### src/hw/rtl/mslcg_pkg.sv
// ----------------------------------------------------------------------------
// mslcg_pkg
// Shared types, constants and the control store of the minimal standard
// generator with a normal draw.
// ----------------------------------------------------------------------------
package mslcg_pkg;

    // Generator arithmetic
    localparam int          SEED_W    = 31;
    localparam int          MUL_W     = 15;
    localparam int          SUM_W     = 34;
    localparam int          MAG_W     = 33;
    localparam int          SCALE_W   = 29;
    localparam int          PROD_W    = MAG_W + SCALE_W;
    localparam int          NORM_W    = 32;
    localparam int          SUM_TERMS = 6;

    localparam logic [MUL_W-1:0]   LCG_MUL   = 15'd16807;
    localparam logic [SEED_W-1:0]  LCG_MOD   = 31'h7FFF_FFFF;
    // Midpoint of a six-term sum: 3 * modulus
    localparam logic [SUM_W-1:0]   CENTRE    = 34'd6442450941;
    // 1.414213562 in Q.28
    localparam logic [SCALE_W-1:0] SCALE_Q28 = 29'd379625062;

    // Configuration port
    localparam int              ADDR_W          = 2;
    localparam int              DATA_W          = 32;
    localparam logic [ADDR_W-1:0] ADDR_START_SEED = 2'd0;

    // Sequencer
    localparam int            PC_W          = 4;
    localparam logic [PC_W-1:0] PC_IDLE       = 4'd0;
    localparam logic [PC_W-1:0] PC_STEP_FIRST = 4'd1;
    localparam logic [PC_W-1:0] PC_EMIT       = 4'd11;

    // Datapath operations
    typedef enum logic [2:0] {
        OP_NOP,
        OP_START,
        OP_STEP,
        OP_MAG,
        OP_MUL,
        OP_FOLD,
        OP_QUOT
    } op_t;

    // Sequencing conditions
    typedef enum logic [2:0] {
        COND_NEXT,   // fall through
        COND_TAKE,   // hold until an input transfer, then fall through
        COND_UNIF,   // jump to target on a uniform request
        COND_FREE,   // hold until the output register is free, then jump
        COND_JUMP    // unconditional jump
    } cond_t;

    typedef struct packed {
        op_t              op;
        cond_t            cond;
        logic [PC_W-1:0]  target;
        logic             emit;
    } ctrl_word_t;

    // Datapath control from the sequencer
    typedef struct packed {
        op_t               op;
        logic              seed_load;
        logic [SEED_W-1:0] seed_data;
    } dp_ctrl_t;

    // Control store: six steps for a normal draw, early exit for uniform
    function automatic ctrl_word_t ucode(input logic [PC_W-1:0] pc);
        ctrl_word_t w;
        w = '{op: OP_NOP, cond: COND_JUMP, target: PC_IDLE, emit: 1'b0};
        case (pc)
            4'd0:  w = '{op: OP_START, cond: COND_TAKE, target: PC_IDLE, emit: 1'b0};
            4'd1:  w = '{op: OP_STEP,  cond: COND_UNIF, target: PC_EMIT, emit: 1'b0};
            4'd2:  w = '{op: OP_STEP,  cond: COND_NEXT, target: PC_IDLE, emit: 1'b0};
            4'd3:  w = '{op: OP_STEP,  cond: COND_NEXT, target: PC_IDLE, emit: 1'b0};
            4'd4:  w = '{op: OP_STEP,  cond: COND_NEXT, target: PC_IDLE, emit: 1'b0};
            4'd5:  w = '{op: OP_STEP,  cond: COND_NEXT, target: PC_IDLE, emit: 1'b0};
            4'd6:  w = '{op: OP_STEP,  cond: COND_NEXT, target: PC_IDLE, emit: 1'b0};
            4'd7:  w = '{op: OP_MAG,   cond: COND_NEXT, target: PC_IDLE, emit: 1'b0};
            4'd8:  w = '{op: OP_MUL,   cond: COND_NEXT, target: PC_IDLE, emit: 1'b0};
            4'd9:  w = '{op: OP_FOLD,  cond: COND_NEXT, target: PC_IDLE, emit: 1'b0};
            4'd10: w = '{op: OP_QUOT,  cond: COND_NEXT, target: PC_IDLE, emit: 1'b0};
            4'd11: w = '{op: OP_NOP,   cond: COND_FREE, target: PC_IDLE, emit: 1'b1};
            default: w = '{op: OP_NOP, cond: COND_JUMP, target: PC_IDLE, emit: 1'b0};
        endcase
        return w;
    endfunction

endpackage

### src/hw/rtl/mslcg_dp.sv
// ----------------------------------------------------------------------------
// mslcg_dp
// Datapath: seed register with the multiply-mod unit, six-term accumulator,
// and the scale-and-divide chain that forms the Q3.28 normal value.
// ----------------------------------------------------------------------------
module mslcg_dp
    import mslcg_pkg::*;
(
    input  logic              clk,
    input  logic              rst_n,
    input  dp_ctrl_t          ctrl,
    output logic [SEED_W-1:0] seed,
    output logic [NORM_W-1:0] norm
);

    logic [SEED_W-1:0]  seed_reg, seed_next;
    logic [SUM_W-1:0]   acc_reg, acc_next;
    logic               neg_reg, neg_next;
    logic [MAG_W-1:0]   mag_reg, mag_next;
    logic [PROD_W-1:0]  prod_reg, prod_next;
    logic [SEED_W-1:0]  q0_reg, q0_next;
    logic [SEED_W:0]    tsum_reg, tsum_next;
    logic [NORM_W-1:0]  norm_reg, norm_next;

    logic [MUL_W+SEED_W-1:0] lcg_prod;
    logic [SEED_W:0]         lcg_fold;
    logic [SEED_W-1:0]       lcg_new;
    logic [SEED_W-1:0]       load_val;
    logic [SEED_W:0]         rem;
    logic [NORM_W-1:0]       quot;

    // Multiply-mod step: 2^31 = 1 mod (2^31-1), so fold high into low
    always_comb
    begin
        lcg_prod = {{SEED_W{1'b0}}, LCG_MUL} * {{MUL_W{1'b0}}, seed_reg};
        lcg_fold = {1'b0, lcg_prod[SEED_W-1:0]}
                 + {{(SEED_W+1-MUL_W){1'b0}}, lcg_prod[MUL_W+SEED_W-1:SEED_W]};
        if (lcg_fold >= {1'b0, LCG_MOD})
            lcg_new = lcg_fold[SEED_W-1:0] - LCG_MOD;
        else
            lcg_new = lcg_fold[SEED_W-1:0];
    end

    // Loaded seed: zero and the modulus itself both become one
    always_comb
    begin
        if (ctrl.seed_data == '0 || ctrl.seed_data == LCG_MOD)
            load_val = {{(SEED_W-1){1'b0}}, 1'b1};
        else
            load_val = ctrl.seed_data;
    end

    // Quotient by 2^31-1 from the folded product
    always_comb
    begin
        rem  = {1'b0, tsum_reg[SEED_W-1:0]} + {{SEED_W{1'b0}}, tsum_reg[SEED_W]};
        quot = {1'b0, q0_reg} + {{SEED_W{1'b0}}, tsum_reg[SEED_W]}
             + {{SEED_W{1'b0}}, (rem >= {1'b0, LCG_MOD})};
    end

    // Operation decode
    always_comb
    begin
        seed_next = seed_reg;
        acc_next  = acc_reg;
        neg_next  = neg_reg;
        mag_next  = mag_reg;
        prod_next = prod_reg;
        q0_next   = q0_reg;
        tsum_next = tsum_reg;
        norm_next = norm_reg;
        case (ctrl.op)
            OP_START:
            begin
                acc_next  = '0;
                norm_next = '0;
            end
            OP_STEP:
            begin
                seed_next = lcg_new;
                acc_next  = acc_reg + {{(SUM_W-SEED_W){1'b0}}, lcg_new};
            end
            OP_MAG:
            begin
                neg_next = (acc_reg < CENTRE);
                if (acc_reg < CENTRE)
                    mag_next = MAG_W'(CENTRE - acc_reg);
                else
                    mag_next = MAG_W'(acc_reg - CENTRE);
            end
            OP_MUL:
            begin
                prod_next = {{SCALE_W{1'b0}}, mag_reg} * {{MAG_W{1'b0}}, SCALE_Q28};
            end
            OP_FOLD:
            begin
                q0_next   = prod_reg[PROD_W-1:SEED_W];
                tsum_next = {1'b0, prod_reg[PROD_W-1:SEED_W]}
                          + {1'b0, prod_reg[SEED_W-1:0]};
            end
            OP_QUOT:
            begin
                norm_next = neg_reg ? (~quot + 1'b1) : quot;
            end
            default:
            begin
                seed_next = seed_reg;
            end
        endcase
        if (ctrl.seed_load)
            seed_next = load_val;
    end

    // Generator state
    always_ff @(posedge clk or negedge rst_n)
    begin
        if (!rst_n)
            seed_reg <= {{(SEED_W-1){1'b0}}, 1'b1};
        else
            seed_reg <= seed_next;
    end

    // Working registers
    always_ff @(posedge clk)
    begin
        acc_reg  <= acc_next;
        neg_reg  <= neg_next;
        mag_reg  <= mag_next;
        prod_reg <= prod_next;
        q0_reg   <= q0_next;
        tsum_reg <= tsum_next;
        norm_reg <= norm_next;
    end

    assign seed = seed_reg;
    assign norm = norm_reg;

endmodule

### src/hw/rtl/minimal_standard_lcg_with_normal.sv
// ----------------------------------------------------------------------------
// minimal_standard_lcg_with_normal
// Multiplicative congruential generator (x16807 mod 2^31-1) with a uniform
// draw and a six-term approximately normal draw, run by a microcoded sequencer.
// ----------------------------------------------------------------------------
// Uniform request: one multiply-mod step, then the result is registered once
//   the output register is free; the next input is taken back in idle.
// Normal request: 6 multiply-mod steps through one shared unit, then 4 steps
//   of scaling and division; no new request is taken until it is emitted.
// A finished result waits in the output register while the next item runs.
// Reset (rst_n, async): seed and start_seed are 1, sequencer idle, no output.

module minimal_standard_lcg_with_normal
    import mslcg_pkg::*;
(
    input  logic              clk,
    input  logic              rst_n,
    // APB configuration
    input  logic              psel,
    input  logic              penable,
    input  logic              pwrite,
    input  logic [ADDR_W-1:0] paddr,
    input  logic [DATA_W-1:0] pwdata,
    output logic [DATA_W-1:0] prdata,
    output logic              pready,
    // request channel
    input  logic              in_valid,
    output logic              in_stall,
    input  logic              want_normal,
    // result channel
    output logic              out_valid,
    input  logic              out_stall,
    output logic [SEED_W-1:0] new_seed,
    output logic [NORM_W-1:0] normal_value
);

    logic [PC_W-1:0]   pc_reg, pc_next;
    logic              mode_normal_reg, mode_normal_next;
    logic [SEED_W-1:0] start_seed_reg, start_seed_next;
    logic              out_valid_reg, out_valid_next;
    logic [SEED_W-1:0] new_seed_reg, new_seed_next;
    logic [NORM_W-1:0] normal_value_reg, normal_value_next;

    ctrl_word_t        word;
    logic              exec;
    logic              take;
    logic              out_free;
    logic              cfg_wr;
    dp_ctrl_t          dp_ctrl;
    logic [SEED_W-1:0] dp_seed;
    logic [NORM_W-1:0] dp_norm;

    // Control store fetch and handshake
    assign word     = ucode(pc_reg);
    assign in_stall = (word.cond != COND_TAKE);
    assign take     = in_valid && (word.cond == COND_TAKE);
    assign out_free = !out_valid_reg || !out_stall;

    // Configuration write
    assign cfg_wr = psel && penable && pwrite && (paddr == ADDR_START_SEED);
    assign pready = 1'b1;
    assign prdata = (paddr == ADDR_START_SEED) ? {1'b0, start_seed_reg} : '0;

    // Step sequencing
    always_comb
    begin
        exec    = 1'b1;
        pc_next = pc_reg;
        case (word.cond)
            COND_NEXT: pc_next = pc_reg + 1'b1;
            COND_TAKE:
            begin
                exec    = take;
                pc_next = take ? (pc_reg + 1'b1) : pc_reg;
            end
            COND_UNIF: pc_next = mode_normal_reg ? (pc_reg + 1'b1) : word.target;
            COND_FREE:
            begin
                exec    = out_free;
                pc_next = out_free ? word.target : pc_reg;
            end
            COND_JUMP: pc_next = word.target;
            default:   pc_next = PC_IDLE;
        endcase
    end

    // Datapath control
    always_comb
    begin
        dp_ctrl.op        = exec ? word.op : OP_NOP;
        dp_ctrl.seed_load = cfg_wr;
        dp_ctrl.seed_data = pwdata[SEED_W-1:0];
    end

    // Next values of the sequencer and output registers
    always_comb
    begin
        mode_normal_next  = take ? want_normal : mode_normal_reg;
        start_seed_next   = cfg_wr ? pwdata[SEED_W-1:0] : start_seed_reg;
        out_valid_next    = out_valid_reg && out_stall;
        new_seed_next     = new_seed_reg;
        normal_value_next = normal_value_reg;
        if (exec && word.emit)
        begin
            out_valid_next    = 1'b1;
            new_seed_next     = dp_seed;
            normal_value_next = dp_norm;
        end
    end

    // Control state
    always_ff @(posedge clk or negedge rst_n)
    begin
        if (!rst_n)
        begin
            pc_reg          <= PC_IDLE;
            mode_normal_reg <= 1'b0;
            start_seed_reg  <= {{(SEED_W-1){1'b0}}, 1'b1};
            out_valid_reg   <= 1'b0;
        end
        else
        begin
            pc_reg          <= pc_next;
            mode_normal_reg <= mode_normal_next;
            start_seed_reg  <= start_seed_next;
            out_valid_reg   <= out_valid_next;
        end
    end

    // Result payload
    always_ff @(posedge clk)
    begin
        new_seed_reg     <= new_seed_next;
        normal_value_reg <= normal_value_next;
    end

    mslcg_dp u_dp (
        .clk   (clk),
        .rst_n (rst_n),
        .ctrl  (dp_ctrl),
        .seed  (dp_seed),
        .norm  (dp_norm)
    );

    assign out_valid    = out_valid_reg;
    assign new_seed     = new_seed_reg;
    assign normal_value = normal_value_reg;

    // Generator never reaches a fixed point of the recurrence
    a_seed_legal: assert property (@(posedge clk) disable iff (!rst_n)
        (dp_seed != '0) && (dp_seed != LCG_MOD))
        else $error("generator seed left its legal range");

    // An accepted request starts the first generator step next cycle
    a_take_starts: assert property (@(posedge clk) disable iff (!rst_n)
        (in_valid && !in_stall) |=> (pc_reg == PC_STEP_FIRST))
        else $error("request transfer did not start the step sequence");

    // Uniform requests carry a zero normal value
    a_uniform_zero: assert property (@(posedge clk) disable iff (!rst_n)
        ((pc_reg == PC_EMIT) && !mode_normal_reg) |-> (dp_norm == '0))
        else $error("uniform request with nonzero normal value");

    // After the emit step the sequencer is idle and the result is staged
    a_one_item: assert property (@(posedge clk) disable iff (!rst_n)
        (exec && word.emit) |=> (pc_reg == PC_IDLE) && out_valid_reg)
        else $error("result transfer not staged after emit step");

endmodule

### config.mk
export PLATFORM = sky130hd
export DESIGN_NAME = minimal_standard_lcg_with_normal
export DESIGN_NICKNAME = d
export VERILOG_FILES = /design/src/hw/rtl/mslcg_pkg.sv /design/src/hw/rtl/mslcg_dp.sv /design/src/hw/rtl/minimal_standard_lcg_with_normal.sv
export SDC_FILE = /design/constraint.sdc
export NUM_CORES = 2
export LEC_CHECK = 0
export ABC_AREA = 1
export BUFFER_PORTS_ARGS = -buffer_cell sky130_fd_sc_hd__buf_2
export CORE_ASPECT_RATIO = 1.2
export CORE_MARGIN = 2
export CORE_UTILIZATION = 30
export CTS_CLUSTER_DIAMETER = 30
export DETAILED_ROUTE_END_ITERATION = 10
export HOLD_SLACK_MARGIN = 0.03
export PLACE_DENSITY = 0.48
export SLEW_MARGIN = 0
export SYNTH_ARGS = -nofsm -noshare
export SYNTH_HDL_FRONTEND = slang
export SYNTH_SLANG_ARGS = --single-unit
### constraint.sdc
create_clock -name clk -period 9.9 [get_ports clk]
set_input_delay 0 -clock clk [delete_from_list [all_inputs] [get_ports clk]]
set_output_delay 0 -clock clk [all_outputs]
set_load 0.01 [all_outputs]
==> out/summary.txt <==
Io pins: 140
Post-Syn Area: 0.0442 mm^2
Grt peak-use layer: met2
Clock Latency Late Sink: 0.70 ns
Required @ worst endpoint: 10.31 ns
Seq. cell area: 0.0103 mm^2
DRT antenna net count: 0
Yosys reg bits: 354
Area of the multi-input gates: 0.0312 mm^2
Die Ht: 424 um
Max Slew Vio Count: 0
TritonCTS Buffers: 87
Initial antenna violation count: 6
Initial Util: 30.2%
Number of global-route vias before repair: 37619
RSZ-0062 raised after global routing: yes
Fillers: 14878
DR WL/cell: 18.0 um
Syn_nets: 6154
IO buf count: 136
Setup ws final: -0.00907 ns
Nets@finish: 6935
Worst min-delay path class: primary input to flop
Met2 global-route usage: 35.3%
Clk sink count: 354
FMAX: 0.101 GHz
Slew @ Worst Pin: 0.986 ns
WP data arrival: 10.31 ns
WHS: 0.127 ns
Num rows: 154
Full die area: 0.150 mm^2
Rel. slew slack: 33.7%
DR vias/cell: 4.59
Area delta synth->final: 28.3%
Final core occ: 38.7%
Core ar.: 0.146 mm^2
Met3 Use GR: 2.27%
CP max-delay cell: fa_1
Worst Setup End Kind: flop
Clock buffer depth: 3
Yosys warnings: 0
Number of H-tree levels: 3
Startpoint Class: flop
Crit Path Category: flop to flop
CTS clk-pin slew, worst paths: 0.05 ns
Final TNS setup: -0.0101 ns
CP dominant cell by count: buf_4
Largest net degree at the start of global routing: 69
Hpwl dp: 117 mm
Synth unique cells: 64
Dpl cell area: 0.0505 mm^2
Maxcap violations: 0
First-pass GRT wire length: 215 mm
Period utilization: 100%
Fin. Hold Viols: 0
Outcome: finished with violations
Syn avg cell area: 8.84 um^2
Tmin final: 9.91 ns
FFs w/ async S/R, synth: 19.2%
DR pass1 iterations: 7
ANT cells: 0
Final number of setup-violating endpoints: 2
M1 GR Usage: 21.0%
Routed wire length: 140 mm
Max incr delay on CP: 0.54 ns
Predominant post-synthesis flop cell: edfxtp_1
GR Util All Layers: 18.7%
Register area share after synthesis: 23.3%
Number of flops mapped to enable cells by yosys: 286
Cells after Synth: 5000
Clock tree root buffer cell: clkbuf_16
CTS tree: yes
Die W: 354 um
Critical path peak fanout: 5
Vias: 35794
Post-route cell area: 0.0567 mm^2
Initial DRC count: 1439
Total grt overflow: 0
Max reg flops: 61
Layout cells sized above 1: 21.8%
DR DRC count: 0
Clock Skew: 0.0421 ns
RePlAce Congestion: 0.925
Failing checks: negative setup slack
## stage by stage
| stage | setup slack (ns) | cells |
|---|---|---|
| 6_report | -0.00907 | 7802 |
| 5_1_grt | -0.556 | 7802 |
| 4_1_cts | -0.0629 | 7764 |
| 3_5_place_dp | -0.703 | 7478 |
| 3_3_place_gp | -0.634 | 7478 |
| 2_1_floorplan | 0.0137 | 5000 |
## layout make-up
class,instances,area share [%]
Multi-Input combinational cell,3422,55.0
Clock buffer,101,4.01
Clock inverter,59,1.07
Inverter,1180,7.84
Sequential cell,354,18.2
Timing Repair Buffer,736,9.63
Tap cell,1950,4.30
## synth_stat cells, types with 14 or more instances
library cell	count	area, um^2
ha_1	632	7910
nor2_2	17	106
nand2_1	752	2820
xnor2_1	49	429
edfxtp_1	286	8590
fa_1	480	9610
o21ai_0	189	946
nor3_1	56	280
o21a_1	15	113
dfrtp_1	66	1650
nand2_2	30	188
nand3_1	164	821
inv_1	1164	4370
nor2_4	14	158
xor2_1	137	1200
a31oi_1	54	338
a21oi_1	276	1380
nand3_2	14	140
nand3b_1	15	113
nor2_1	312	1170
o21bai_1	17	128
clkbuf_1	31	116
nand4_1	73	457
## routing by layer
metal	vias to the layer above	routed length, um
met5	-	10
met4	2	6180
met2	667	73700
li1	17636	-
met1	17208	55800
met3	281	4500
## what timing repair did
| item | in CTS | in global routing |
|---|---|---|
| resized for setup | 202 | 265 |
| setup buffers | 75 | 43 |
| endpoints found under the setup margin | 26 | 29 |
| pin swaps | 100 | 198 |
| endpoints found under the hold margin | 136 | 0 |
| hold buffers | 51 | 0 |
| gates cloned | 0 | 1 |
## cell usage in the layout, fill, tap and decap left out, drive strengths merged, types with 54 or more instances in the layout
| master | count |
|---|---|
| fa | 480 |
| a31oi | 54 |
| nand2 | 782 |
| nor3 | 56 |
| clkbuf | 102 |
| a21oi | 280 |
| nand4 | 75 |
| inv | 1177 |
| nand3 | 179 |
| edfxtp | 286 |
| ha | 632 |
| xor2 | 138 |
| nor2 | 343 |
| dfrtp | 66 |
| o21ai | 198 |
| buf | 685 |
## worst max-delay path: cells and delay by family, from the launching register on
kind	cells	cell delay [ns]
compound gates	11	1.61
fa+ha+maj	8	3.23
buf+inv	23	2.45
flops	1	0.35
simple gates	16	2.01
## cells by family after synthesis
logic type               synth area share (%)
AO/OA/AOI/OAI                            7.90
XOR/XNOR                                 3.72
adder cells (fa/ha/maj)                  39.6
buffers and inverters                    10.5
flip-flops                               23.3
other                                  0.0170
AND/OR/NAND/NOR                          14.9
## worst paths after layout
path                          startpoint            endpoint  slack [ns]  depth (start not counted)
min reg2reg                u_dp.norm[13]    normal_value[13]        0.42                          0
max                        u_dp.seed[21]    u_dp.acc_reg[31]      -0.009                         58
min                           pwdata[24]  start_seed_reg[24]        0.13                          4
min in group asynchronous          rst_n        u_dp.seed[0]        0.51                          3
max reg2reg                u_dp.seed[21]    u_dp.acc_reg[31]      -0.009                         58
max in group asynchronous          rst_n        u_dp.seed[9]        8.77                          4
Power is not shown: default switching activity piles up to over one toggle a cycle in this logic, so the estimate is an artifact.
